## src/hdl/dq_pkg.sv

```systemverilog
// ---------------------------------------------------------------------------
// dq_pkg: shared types for the bounded double-ended queue
// Operation and status codes, transaction structs and the per-cell control
// bundle broadcast along the cell chain.
// ---------------------------------------------------------------------------
package dq_pkg;

    localparam int DATA_W = 32;
    localparam int OCC_W  = 5;

    typedef enum logic [1:0] {
        OP_PUSH   = 2'd0,
        OP_POP    = 2'd1,
        OP_INJECT = 2'd2,
        OP_EJECT  = 2'd3
    } op_t;

    typedef enum logic [1:0] {
        ST_OK    = 2'd0,
        ST_FULL  = 2'd1,
        ST_EMPTY = 2'd2
    } status_t;

    typedef struct packed {
        op_t                       op;
        logic signed [DATA_W-1:0]  value_in;
    } req_t;

    typedef struct packed {
        logic signed [DATA_W-1:0]  value_out;
        status_t                   status;
        logic [OCC_W-1:0]          occupancy;
    } rsp_t;

    // Broadcast to every cell; at most one strobe is high per cycle
    typedef struct packed {
        logic               push;
        logic               pop;
        logic               inject;
        logic               eject;
        logic [DATA_W-1:0]  value;
    } cell_ctrl_t;

endpackage

```

## src/hdl/dq_cell.sv

```systemverilog
// ---------------------------------------------------------------------------
// dq_cell: one storage cell of the deque chain
// Holds one word and its valid bit. Shifts towards the rear on push, towards
// the front on pop, captures on inject when it is the first free cell and
// empties on eject when it is the last occupied cell.
// ---------------------------------------------------------------------------
module dq_cell (
    input  logic                       clk,
    input  logic                       rst_n,
    input  dq_pkg::cell_ctrl_t         ctrl,
    input  logic [dq_pkg::DATA_W-1:0]  left_data,
    input  logic                       left_valid,
    input  logic [dq_pkg::DATA_W-1:0]  right_data,
    input  logic                       right_valid,
    output logic [dq_pkg::DATA_W-1:0]  data,
    output logic                       valid,
    output logic [dq_pkg::DATA_W-1:0]  tap
);
    import dq_pkg::*;

    logic [DATA_W-1:0] data_reg;
    logic [DATA_W-1:0] data_next;
    logic              valid_reg;
    logic              valid_next;
    logic              is_rear;
    logic              is_free_head;

    assign is_rear      = valid_reg & ~right_valid;
    assign is_free_head = ~valid_reg & left_valid;

    // Next contents from the broadcast strobe
    always_comb
    begin
        data_next  = data_reg;
        valid_next = valid_reg;
        priority if (ctrl.push)
        begin
            data_next  = left_data;
            valid_next = left_valid;
        end
        else if (ctrl.pop)
        begin
            data_next  = right_data;
            valid_next = right_valid;
        end
        else if (ctrl.inject)
        begin
            if (is_free_head)
            begin
                data_next  = ctrl.value;
                valid_next = 1'b1;
            end
        end
        else if (ctrl.eject)
        begin
            if (is_rear)
                valid_next = 1'b0;
        end
    end

    // Valid bit is control state; the word itself needs no reset
    always_ff @(posedge clk or negedge rst_n)
    begin
        if (!rst_n)
            valid_reg <= 1'b0;
        else
            valid_reg <= valid_next;
    end

    always_ff @(posedge clk)
    begin
        data_reg <= data_next;
    end

    assign data  = data_reg;
    assign valid = valid_reg;
    // Rear word offered for an eject; zero elsewhere so taps can be ORed
    assign tap   = is_rear ? data_reg : '0;

endmodule

```

## src/hdl/bounded_double_ended_queue.sv

```systemverilog
// ---------------------------------------------------------------------------
// bounded_double_ended_queue: double-ended queue built from a cell chain
// Front element always sits in cell 0; elements are contiguous behind it.
// Push and pop shift the whole chain by one cell, inject and eject act on
// the boundary between occupied and free cells.
// ---------------------------------------------------------------------------
//  channel | signals                  | direction | transaction
//  req     | req_valid, req_stall, req | in        | one operation
//  rsp     | rsp_valid, rsp_stall, rsp | out       | one result per operation
//
//  One operation per cycle while req_stall is low: every cell updates in the cycle of acceptance,
//  and the result sits in a single output register the following cycle.
//  Reset empties the chain (valid bits cleared); no clearing pass is needed.
//  req_stall is high only while a result waits and rsp_stall holds it.
// ---------------------------------------------------------------------------
module bounded_double_ended_queue #(
    parameter int CAPACITY = 16
) (
    input  logic          clk,
    input  logic          rst_n,
    input  logic          req_valid,
    output logic          req_stall,
    input  dq_pkg::req_t  req,
    output logic          rsp_valid,
    input  logic          rsp_stall,
    output dq_pkg::rsp_t  rsp
);
    import dq_pkg::*;

    localparam int CNT_W = $clog2(CAPACITY + 1);

    logic [DATA_W-1:0] cell_data  [CAPACITY];
    logic [DATA_W-1:0] cell_tap   [CAPACITY];
    logic              cell_valid [CAPACITY];

    cell_ctrl_t        ctrl;
    logic              accept;
    logic              full;
    logic              empty;
    logic [DATA_W-1:0] rear_word;

    logic [CNT_W-1:0]  count_reg;
    logic [CNT_W-1:0]  count_next;
    logic [CNT_W+OCC_W-1:0] count_wide;
    logic              rsp_valid_reg;
    logic              rsp_valid_next;
    rsp_t              rsp_reg;
    rsp_t              rsp_next;

    // Handshake: take a transaction unless a result is held back
    assign req_stall = rsp_valid_reg & rsp_stall;
    assign accept    = req_valid & ~req_stall;

    assign full  = cell_valid[CAPACITY-1];
    assign empty = ~cell_valid[0];

    // Strobes for the chain; refused operations leave the cells alone
    always_comb
    begin
        ctrl        = '0;
        ctrl.value  = req.value_in;
        if (accept)
        begin
            unique case (req.op)
                OP_PUSH:   ctrl.push   = ~full;
                OP_POP:    ctrl.pop    = ~empty;
                OP_INJECT: ctrl.inject = ~full;
                OP_EJECT:  ctrl.eject  = ~empty;
                default:   ctrl        = ctrl;
            endcase
        end
    end

    // Cell chain
    for (genvar i = 0; i < CAPACITY; i++)
    begin : g_cell
        logic [DATA_W-1:0] l_data;
        logic              l_valid;
        logic [DATA_W-1:0] r_data;
        logic              r_valid;

        if (i == 0)
        begin : g_head
            assign l_data  = req.value_in;
            assign l_valid = 1'b1;
        end
        else
        begin : g_mid_l
            assign l_data  = cell_data[i-1];
            assign l_valid = cell_valid[i-1];
        end

        if (i == CAPACITY - 1)
        begin : g_tail
            assign r_data  = '0;
            assign r_valid = 1'b0;
        end
        else
        begin : g_mid_r
            assign r_data  = cell_data[i+1];
            assign r_valid = cell_valid[i+1];
        end

        dq_cell u_cell (
            .clk         (clk),
            .rst_n       (rst_n),
            .ctrl        (ctrl),
            .left_data   (l_data),
            .left_valid  (l_valid),
            .right_data  (r_data),
            .right_valid (r_valid),
            .data        (cell_data[i]),
            .valid       (cell_valid[i]),
            .tap         (cell_tap[i])
        );
    end

    // At most one cell offers its word as a tap, the rear one; all others give zero
    always_comb
    begin
        rear_word = '0;
        for (int i = 0; i < CAPACITY; i++)
            rear_word = rear_word | cell_tap[i];
    end

    // Occupancy counter
    always_comb
    begin
        count_next = count_reg;
        if (ctrl.push || ctrl.inject)
            count_next = count_reg + CNT_W'(1);
        else if (ctrl.pop || ctrl.eject)
            count_next = count_reg - CNT_W'(1);
    end

    assign count_wide = {{OCC_W{1'b0}}, count_next};

    // Result for the accepted transaction
    always_comb
    begin
        rsp_next           = rsp_reg;
        rsp_next.value_out = '0;
        rsp_next.status    = ST_OK;
        rsp_next.occupancy = count_wide[OCC_W-1:0];
        unique case (req.op)
            OP_PUSH, OP_INJECT:
            begin
                if (full)
                    rsp_next.status = ST_FULL;
            end
            OP_POP:
            begin
                if (empty)
                    rsp_next.status = ST_EMPTY;
                else
                    rsp_next.value_out = cell_data[0];
            end
            OP_EJECT:
            begin
                if (empty)
                    rsp_next.status = ST_EMPTY;
                else
                    rsp_next.value_out = rear_word;
            end
            default:
                rsp_next.status = ST_OK;
        endcase
        if (!accept)
            rsp_next = rsp_reg;
    end

    always_comb
    begin
        rsp_valid_next = rsp_valid_reg;
        if (accept)
            rsp_valid_next = 1'b1;
        else if (!rsp_stall)
            rsp_valid_next = 1'b0;
    end

    // Control registers
    always_ff @(posedge clk or negedge rst_n)
    begin
        if (!rst_n)
        begin
            count_reg     <= '0;
            rsp_valid_reg <= 1'b0;
        end
        else
        begin
            count_reg     <= count_next;
            rsp_valid_reg <= rsp_valid_next;
        end
    end

    // Output payload register
    always_ff @(posedge clk)
    begin
        rsp_reg <= rsp_next;
    end

    assign rsp_valid = rsp_valid_reg;
    assign rsp       = rsp_reg;

endmodule
```

## config.mk

```make
export PLATFORM = sky130hd
export DESIGN_NAME = bounded_double_ended_queue
export DESIGN_NICKNAME = d
export VERILOG_FILES = /design/src/hdl/dq_pkg.sv /design/src/hdl/dq_cell.sv /design/src/hdl/bounded_double_ended_queue.sv
export SDC_FILE = /design/constraint.sdc
export NUM_CORES = 1
export LEC_CHECK = 0
export BUFFER_PORTS_ARGS = -buffer_cell sky130_fd_sc_hd__buf_2
export CAP_MARGIN = 20
export CORE_MARGIN = 1.5
export CORE_UTILIZATION = 40
export DETAILED_ROUTE_END_ITERATION = 7
export GPL_TIMING_DRIVEN = 1
export SYNTH_ARGS = -nofsm -noshare
export SYNTH_HDL_FRONTEND = slang
export SYNTH_SLANG_ARGS = --single-unit
```

## constraint.sdc

```tcl
create_clock -name clk -period 6.3 [get_ports clk]
set_clock_uncertainty 0.1 [all_clocks]
set_input_delay 0.315 -clock clk [delete_from_list [all_inputs] [get_ports clk]]
set_output_delay 0.315 -clock clk [all_outputs]
set_load 0.02 [all_outputs]
```

# Word level (Yosys, flattened, before mapping)
# Cells that the tools add are included.
[totals] output_inout_bits=41 reg_bits=573 wordCells=365
[classes] addsub=2 n_eq_ne=20 n_reduce_logical=69 mux=189 bitwise_logic=48
[op_table] operator="32-bit two-way mux" count=82
[op_table] operator="32-bit bitwise OR" count=15
[op_table] operator="1-bit two-way mux" count=101
[op_table] operator="32-bit one-hot mux with 2 select lines" count=1
[op_table] operator="4-bit nonzero test" count=16
[op_table] operator="4-bit by 1-bit != test with 1-bit output, second input constant" count=15
[op_table] operator="3-bit nonzero test" count=16
[op_table] operator="3-bit AND reduction" count=14
[op_table] operator="36-bit two-way mux" count=1
[op_table] operator="2-bit AND reduction" count=18
[op_table] operator="1-bit bitwise AND" count=17
[op_table] operator="1-bit NOT" count=16
[op_table] operator="5-bit two-way mux" count=2
[op_table] operator="5-bit by 1-bit adder with 5-bit output, second input constant" count=1
[op_table] operator="5-bit by 1-bit subtractor with 5-bit output, second input constant" count=1
[op_table] operator="2-bit == test, second input constant" count=2
[op_table] operator="2-bit one-hot mux with 2 select lines" count=1
[op_table] operator="2-bit OR reduction" count=2
[op_table] operator="3-bit != test, second input constant" count=1
[op_table] operator="2-bit by 1-bit == test with 1-bit output, second input constant" count=1
[op_table] operator="2-bit zero test" count=1
[op_table] operator="1-bit logical OR" count=2
[op_table] operator="2-bit two-way mux" count=1
[op_table] operator="2-bit by 1-bit != test with 1-bit output, second input constant" count=1

# Longest topological paths before layout
# Gate-level depths: netlist of the first run.
[logic_depth] ltp_word=20 ltp_mapped=8

# Cells and area by module
# A second synthesis of the first run with hierarchy kept.
[hier_totals] hier_cells=3246 area_unflattened_um2=34652.0
[modules_own_cells] module="dq_cell" n_inst=16 cells_each=185 seq_area_each_um2=985.9 area_per_inst_um2=1984.4
[modules_own_cells] module="bounded_double_ended_queue" n_inst=1 cells_each=286 seq_area_each_um2=1321.3 area_per_inst_um2=2901.5

# Worst setup path before layout of the first run
# Ideal clock, no wire load.
[synth_timing] path_kind="register to register" start="register rsp_valid_reg, in the netlist rsp_valid" end="register g_cell[0].u_cell.data_reg[0] (enable)" period_less_slack_ps=4676 slack_ps=1624 required_time_ps=5768 path_stages_with_launch=9 setup_ps=432 path_buffers=3 arrival_time_ps=4145 path_cell_list="dfrtp_1 > a21bo_2 > inv_1 > and2_1 > clkbuf_1 > clkbuf_1 > nor2_1 > buf_2 > a21oi_1"
[synth_via] elab_chain_len=6 elab_cells_between_ends=7
[synth_lines] element="from (decl)" line="bounded_double_ended_queue.sv:45" text="logic rsp_valid_reg;"
[synth_lines] element="from (signal assigned)" line="bounded_double_ended_queue.sv:192" text="rsp_valid_reg <= rsp_valid_next;"
[synth_lines] element="1-bit bitwise AND (*)" line="bounded_double_ended_queue.sv:51" text="assign req_stall = rsp_valid_reg & rsp_stall;"
[synth_lines] element="1-bit NOT (*)" line="bounded_double_ended_queue.sv:52" text="assign accept = req_valid & ~req_stall;"
[synth_lines] element="1-bit bitwise AND (*)" line="bounded_double_ended_queue.sv:52"
[synth_lines] element="net accept" line="bounded_double_ended_queue.sv:37" text="logic accept;"
[synth_lines] element="36-bit two-way mux (*)" line="bounded_double_ended_queue.sv:62" text="if (accept)"
[synth_lines] element="3-bit != test (no source line) or 3-bit nonzero test (tied branches)"
[synth_lines] element="2-bit AND reduction (no source line) (*)"
[synth_lines] element="to (signal assigned)" line="dq_cell.sv:72" text="data_reg <= data_next;"
[synth_lines] element="to (decl)" line="dq_cell.sv:21" text="logic [DATA_W-1:0] data_reg;"
# The timed path passes the listed nets; every way through them passes the cells marked *.
# A chain may end at the register's enable or synchronous reset.

# Worst setup path in the final report of the first run
[layout_timing] start="register g_cell[0].u_cell.valid_reg" end="register g_cell[0].u_cell.data_reg[9] (enable)"
[layout_via] elab_chain_len=4 elab_cells_between_ends=5
[layout_lines] element="from (decl)" line="dq_cell.sv:23" text="logic valid_reg;"
[layout_lines] element="from (signal assigned)" line="dq_cell.sv:67" text="valid_reg <= valid_next;"
[layout_lines] element="1-bit two-way mux" line="bounded_double_ended_queue.sv:64" text="unique case (req.op)"
[layout_lines] element="36-bit two-way mux" line="bounded_double_ended_queue.sv:62"
[layout_lines] element="3-bit != test (no source line) or 3-bit nonzero test (tied branches)"
[layout_lines] element="2-bit AND reduction (no source line) (*)"
# Mark *: on every way between the ends. The rest lies on a longest branch, timed or not.

==> results by group, run 1 <==
Status
  – Status: complete, no violations

Logic synthesis
  – Mean Syn Cell Area: around 13 um2
  – Synth top area cells: edfxtp_1 (59%), a221o_1 (16%), nand2_1 (4.7%), a221oi_1 (3.0%), o22ai_1 (2.8%)
  – Post-synth ARST share: 3.84%
  – Top_reg_cell synth: edfxtp_1
  – Post-synthesis mux area share: 0%
  – Post-synthesis compound-gate area fraction: about a quarter
  – Syn nets: roughly 2300
  – Post-synthesis cell count: between 2000 and 2500
  – EDFF count, synth: around 550
  – Mapped Area: 28100 um2
  – Post-synth cell types: 39
  – Post-Synth Simple-Gate Area: just under 8%
  – Most common cell in the synthesized netlist: edfxtp_1
  – Yosys reg bits: ~570
  – Post-synth top area share: between 50% and 60%
  – Synthesis Warnings: 0
  – Seq/Total Area, Yosys: between 60 and 70%
  – Combinational family with the most area after synthesis: compound AO/OA/AOI/OAI gates
  – Adder-cell share of the synthesized area: less than 1%
  – Post-Synth XOR/XNOR Area: less than 1%
  – Area leader, netlist: edfxtp_1
  – Most frequent cells after synthesis: edfxtp_1 (551), a221o_1 (447), nand2_1 (352)

Power
  – Lkg Pwr: 10.6 nW
  – Max VDD drop: approximately 0.3 mV
  – Pwr Density: about 400 nW/um2

Floorplanning
  – Chip width: 268 um
  – IO Pins: 79
  – Total die area: 71800 um2
  – Initial Utilization: 40.7%
  – Die Y: between 200 and 300 um
  – Num rows: 96
  – Core Box Area: roughly 70000 um2

STA
  – RSZ-0062 raised after global routing: false
  – Final cycle utilization of the critical path: between 60% and 70%
  – Worst-Margin Slew: about 1.3 ns
  – Setup TNS: 0 ns
  – Slew Limit Headroom: a little under an eighth
  – Crit path time final: between 3 and 4 ns
  – Setup-failing EPs final: 0
  – Endpoints failing hold: 0
  – Max-slew violations: 0
  – Max Clk Rate: between 0.2 and 0.3 GHz

Final layout
  – Layout cell share with drive strength beyond 1: 12.8%
  – Fill cell count: 6176
  – # nets final: ~2200
  – Synth-to-Final Area Change: 11.7%
  – Register area: 17100 um2
  – Area taken by multi-input logic gates: roughly 10000 um2
  – Max reg flops: roughly 510
  – Non-filler cells, final: 3146
  – Post-Route Utilization: between 40% and 50%

Global routing
  – Largest net degree at the start of global routing: 251
  – First-pass GRT wire length: approximately 140000 um
  – Total GRT Usage: about a quarter
  – Initial antenna violation count: 0
  – Vias in the first global route: around 20000
  – Grt ovf: 0

Placement
  – Placed Cells incl. Taps: ~3000
  – Port bufs: between 70 and 80
  – DP HPWL: 51200 um
  – Routability cong.: 0.826

Setup path
  – Crit start category: flop
  – WP data required: about 6.5 ns
  – Setup crit end kind: flop
  – CP cell instances: nor2b_1 -> or4_4 -> a21oi_4 -> buf_4
  – Crit-path max cell delay: 1.00 ns
  – CP Max Fanout: 47
  – Crit path kind: flop to flop
  – Arrival @ worst endpoint: approximately 4 ns
  – Slowest CP cell: a21oi_4

Clock network
  – Clock slew at reported path FFs: ~0.06 ns
  – # H-tree levels: 2
  – CTS root buf: clkbuf_16
  – Clk buf depth: 3
  – Later-pin clock latency in the skew report: approximately 0.66 ns
  – PostCTS Resize Cnt: 0
  – Clock buffer count from CTS: approximately 60
  – CTS tree: built
  – Clk sinks: 573

Route
  – Wire length per cell: 29.2 um
  – DR iter-0 viols: between 3000 and 4000
  – DRT antenna net count: 0
  – Vias per std cell: around 6.9
  – DRC violations left: 0
  – First-pass DRT Iterations: 6
  – Via Count: roughly 22000
  – Routed WL: 91700 um

Min path
  – Hold Path Class: input port to flop

Job
  – Max-Cap Viols: 0
kinds of logic (layout without fill, tap and decap cells):
kind of cell / Yosys count / count (layout)
flip-flops: 573 / 573
other: 0 / 1
buffers and inverters: 295 / 295
adder cells (fa/ha/maj): 2 / 2
XOR/XNOR: 4 / 4
AO/OA/AOI/OAI: 837 / 837
AND/OR/NAND/NOR: 503 / 503
critical path: cells and delay by family, from the launching register on:
kind                   cells  cell delay [ns]
flip-flops                 1             0.75
AO/OA/AOI/OAI              1             1.00
buffers and inverters      1             0.42
AND/OR/NAND/NOR            2             1.15
worst paths after layout:
| kind | start | end | slack [ns] | cells past startpoint |
|---|---|---|---|---|
| max | g_cell[0].u_cell.valid | g_cell[0].u_cell.data[9] | 2.51 | 4 |
| min in group asynchronous | rst_n | g_cell[3].u_cell.valid | 0.08 | 2 |
| min reg2reg | count_reg[4] | count_reg[4] | 0.37 | 1 |
| max in group asynchronous | rst_n | g_cell[15].u_cell.valid | 5.63 | 2 |
| max reg2reg | g_cell[0].u_cell.valid | g_cell[0].u_cell.data[9] | 2.51 | 4 |
| min | req[32] | rsp[5] | 0.04 | 2 |
what timing repair did:
item                                   in CTS  in global routing
setup endpoints to repair                   0                  0
endpoints found under the hold margin      55                  0
setup buffers                               0                  0
hold buffers                               35                  0
final cells by class:
type,instances,share of cell area [%]
Antenna cell,1,0.00798
Clock buffer,81,5.27
Clock inverter,29,0.917
Inverter,16,0.191
Multi-Input combinational cell,1346,31.3
Sequential cell,573,54.5
Tap cell,931,3.71
Timing Repair Buffer,169,4.09
where the power goes:
group	total (mW)	switching, mW	internal [mW]	leakage, nW
Clock	3.60	1.57	2.03	0.952
Combinational	3.64	2.42	1.23	4.31
Sequential	5.28	0.508	4.78	5.30
layer usage:
metal,wire length [um],vias to the layer above,GRT usage [%]
met2,42100,1421,38.4
li1,-,9116,-
met3,9260,171,3.97
met1,37900,11100,36.2
met5,0,-,0
met4,2460,0,8.32
cell usage in the layout (no fill, tap or decap), types with 7 or more instances in the layout:
cell type / count
buf_2: 78
dfrtp_2: 12
clkbuf_1: 15
clkinv_1: 9
or3_1: 10
a22o_1: 64
dlygate4sd3_1: 35
edfxtp_1: 551
nor2_1: 41
a21o_1: 32
dfrtp_1: 10
clkinv_2: 11
buf_4: 48
o21ai_0: 22
nand2_1: 351
nand2b_1: 10
nand4_1: 33
and2_4: 18
nor2b_4: 7
and2_1: 9
a221oi_1: 97
o22ai_1: 126
clkbuf_16: 61
a21oi_1: 25
a221o_1: 447
inv_1: 15
a21oi_4: 12
per-stage QoR:
step,power (mW),setup slack (ns),cell area [um2],hold WS (ns)
after floorplan,7.46,1.62,28100,-0.0806
after global placement,8.80,2.51,28900,0.231
after detailed placement,8.86,2.49,29000,0.225
after CTS,12.5,2.48,31300,0.00591
after global routing,12.9,2.42,31400,0.0338
final,12.5,2.51,31400,0.0391
Note: power is estimated with default switching activity, not from simulation.
==> inputs of run 2 (changes only) <==
Clock period 6.3 ns to 3.9 ns, I/O delays scaled along.
==> results by group, run 2 (synthesized netlist as in run 1, its figures left out) <==
Clock network
  – Clk sinks: 573 (unchanged)
  – Clock slew at reported path FFs: 0.06 ns (about the same)
  – Clk buf depth: 3 (unchanged)
  – CTS root buf: clkbuf_16
  – Clock buffer count from CTS: 60 (-1.6%)
  – # H-tree levels: 2 (unchanged)
  – CTS tree: built
  – Later-pin clock latency in the skew report: 0.64 ns (-0.02 ns)
  – Total setup buffers inserted after CTS: 0 (unchanged)

Route
  – Via Count: 21800 (+0.064%)
  – Vias per std cell: 6.89 (-0.38%)
  – First-pass DRT Iterations: 6 (unchanged)
  – Routed WL: 92400 um (+0.73%)
  – Wire length per cell: 29.2 um (+0.28%)
  – DRT antenna net count: 0 (unchanged)
  – DR iter-0 viols: 2898 (-5.7%)
  – DRC violations left: 0 (unchanged)

Placement
  – Pre-CTS setup slack: 0.855 ns (-1.64 ns)
  – DP HPWL: 51300 um (+0.31%)
  – Port bufs: 78 (unchanged)
  – Placed instance area: 29300 um2 (+0.99%)
  – Routability cong.: 0.807 (-2.3%)

STA
  – Endpoints failing hold: 0 (unchanged)
  – Final setup margin: 0.774 ns (-1.74 ns)
  – Crit path time final: 3.13 ns (-0.663 ns)
  – RSZ-0062 raised after global routing: false
  – Final cycle utilization of the critical path: 80.1% (+20 points)
  – Slew Limit Headroom: 18.7% (+6.7 points)
  – Setup TNS: 0 ns (unchanged)
  – Max Clk Rate: 0.320 GHz (+21%)
  – Setup-failing EPs final: 0 (unchanged)
  – Max-slew violations: 0 (unchanged)
  – Worst-Margin Slew: 1.22 ns (-0.100 ns)

Global routing
  – Total GRT Usage: 25.3% (+0.23 points)
  – Vias in the first global route: 20700 (+0.51%)
  – First-pass GRT wire length: 137000 um (+0.89%)
  – Grt ovf: 0 (unchanged)
  – Initial antenna violation count: 3 (+3)
  – Largest net degree at the start of global routing: 240 (-4.4%)

Final layout
  – Most frequent cells in the layout: edfxtp_1 (551), a221o_1 (447), nand2_1 (351)
  – Post-route cell area: 31600 um2 (+0.69%)
  – Max reg flops: 512 (unchanged)
  – Synth-to-Final Area Change: 12.5%
  – # diodes: 0 (-1)
  – Layout cell share with drive strength beyond 1: 13.1% (+0.32 points)
  – # nets final: 2222 (+0.68%)
  – Most common library cell in the layout ignoring fill and taps: edfxtp_1

Setup path
  – Crit start category: flop
  – Worst Reg2Reg Path Length in Cells: 8 (+4)
  – R2r setup slk: 0.77 ns (-1.74 ns)
  – Reg2reg start: rsp_valid
  – CP Max Fanout: 42 (-11%)
  – Setup crit end kind: flop
  – Reg-to-Reg End: g_cell[6].u_cell.valid
  – Arrival @ worst endpoint: 3.57 ns (-0.44 ns)
  – Crit path kind: flop to flop
  – WP data required: 4.34 ns (-2.18 ns)
  – Crit. Startpoint: rsp_valid

Power
  – Pwr Density: 643 nW/um2 (+61%)
  – Lkg Pwr: 10.7 nW (+0.88%)
  – Total power: 20.3 mW (+62%)
  – Max VDD drop: 0.483 mV (+63%)

Floorplanning
  – Chip width: 268 um (unchanged)
  – Total die area: 71800 um2 (unchanged)
  – Die Y: 268 um (unchanged)
  – IO Pins: 79 (unchanged)
  – Num rows: 96 (unchanged)
  – Core Box Area: 69100 um2 (unchanged)
  – Initial Utilization: 40.7% (unchanged)

Status
  – Status: complete, no violations

Min path
  – Hold Path Class: input port to flop
  – Hold Path Sink: g_cell[15].u_cell.valid
  – Min-delay src: rsp_stall
  – WHS Path Cells: 4 (+2)

Job
  – Max-Cap Viols: 0 (unchanged)
-- run 2: changes by cell type in the layout (fill, tap and decap cells not counted) --
cell           previous run  this run
bufinv_16                 5         6
buf_4                    48        49
clkbuf_1                 15         9
diode_2                   1         0
clkinv_8                  2         0
buf_16                    3         1
clkinv_4                  0         1
dlygate4sd3_1            35        38
clkinv_1                  9        18
clkbuf_8                  5         0
inv_6                     1         2
buf_12                    5        19
-- run 2: cell type report --
class,instances,area (um2)
multi-input combinational,1346,9810
inverter,16,60.1
clock buffer,70,1560
fill,6150,37500
sequential,573,17100
clock inverter,39,337
tap,931,1160
timing repair buffer,185,1550
-- run 2: metal layers --
| layer | part of all wire, % | global-route usage, % | vias up | wire, um |
|---|---|---|---|---|
| li1 | - | - | 9146 | - |
| met1 | 40 | 35.4 | 11000 | 37300 |
| met2 | 46 | 39.4 | 1425 | 42000 |
| met3 | 10 | 4.28 | 240 | 9550 |
| met4 | 3.7 | 9.51 | 6 | 3460 |
| met5 | 0.037 | 0 | - | 34 |
-- run 2: what timing repair did --
item / in CTS / in global routing
hold buffers: 38 / 0
gates resized for setup: 0 / 0
hold endpoints to repair: 89 / 0
-- run 2: worst max path at each step --
stage / slack (ns) / depth (start not counted) / to
after CTS: 0.83 / 8 / g_cell[1].u_cell.valid
final: 0.77 / 8 / g_cell[6].u_cell.valid
after global routing: 0.61 / 8 / g_cell[1].u_cell.valid
after detailed placement: 0.85 / 6 / g_cell[6].u_cell.data[1]
after floorplan: -0.60 / 7 / g_cell[2].u_cell.data[0]
after global placement: 0.91 / 6 / g_cell[11].u_cell.data[2]
-- run 2: worst max-delay path, cell delays in order, from the launching register on --
cell	delay, ns
dfrtp_1	0.38
a21bo_2	0.27
inv_2	0.07
buf_4	0.58
nand2_2	0.36
buf_4	0.43
nand2_1	0.44
o31ai_1	0.18
a22oi_1	0.18
-- run 2: through the flow --
step,util (%),hold WS (ns),std cells
after detailed placement,42.4,0.100,3012
after CTS,45.7,0.0832,3159
after global placement,42.4,0.0952,3012
after floorplan,-,-0.201,2214
final,45.7,0.0901,3160
after global routing,45.7,0.135,3160
-- run 2: power by group --
part,leakage [nW],total [mW],internal (mW),switching [mW]
registers,5.30,8.58,7.71,0.861
clock network,0.932,5.70,3.23,2.47
logic,4.42,6.04,2.08,3.95
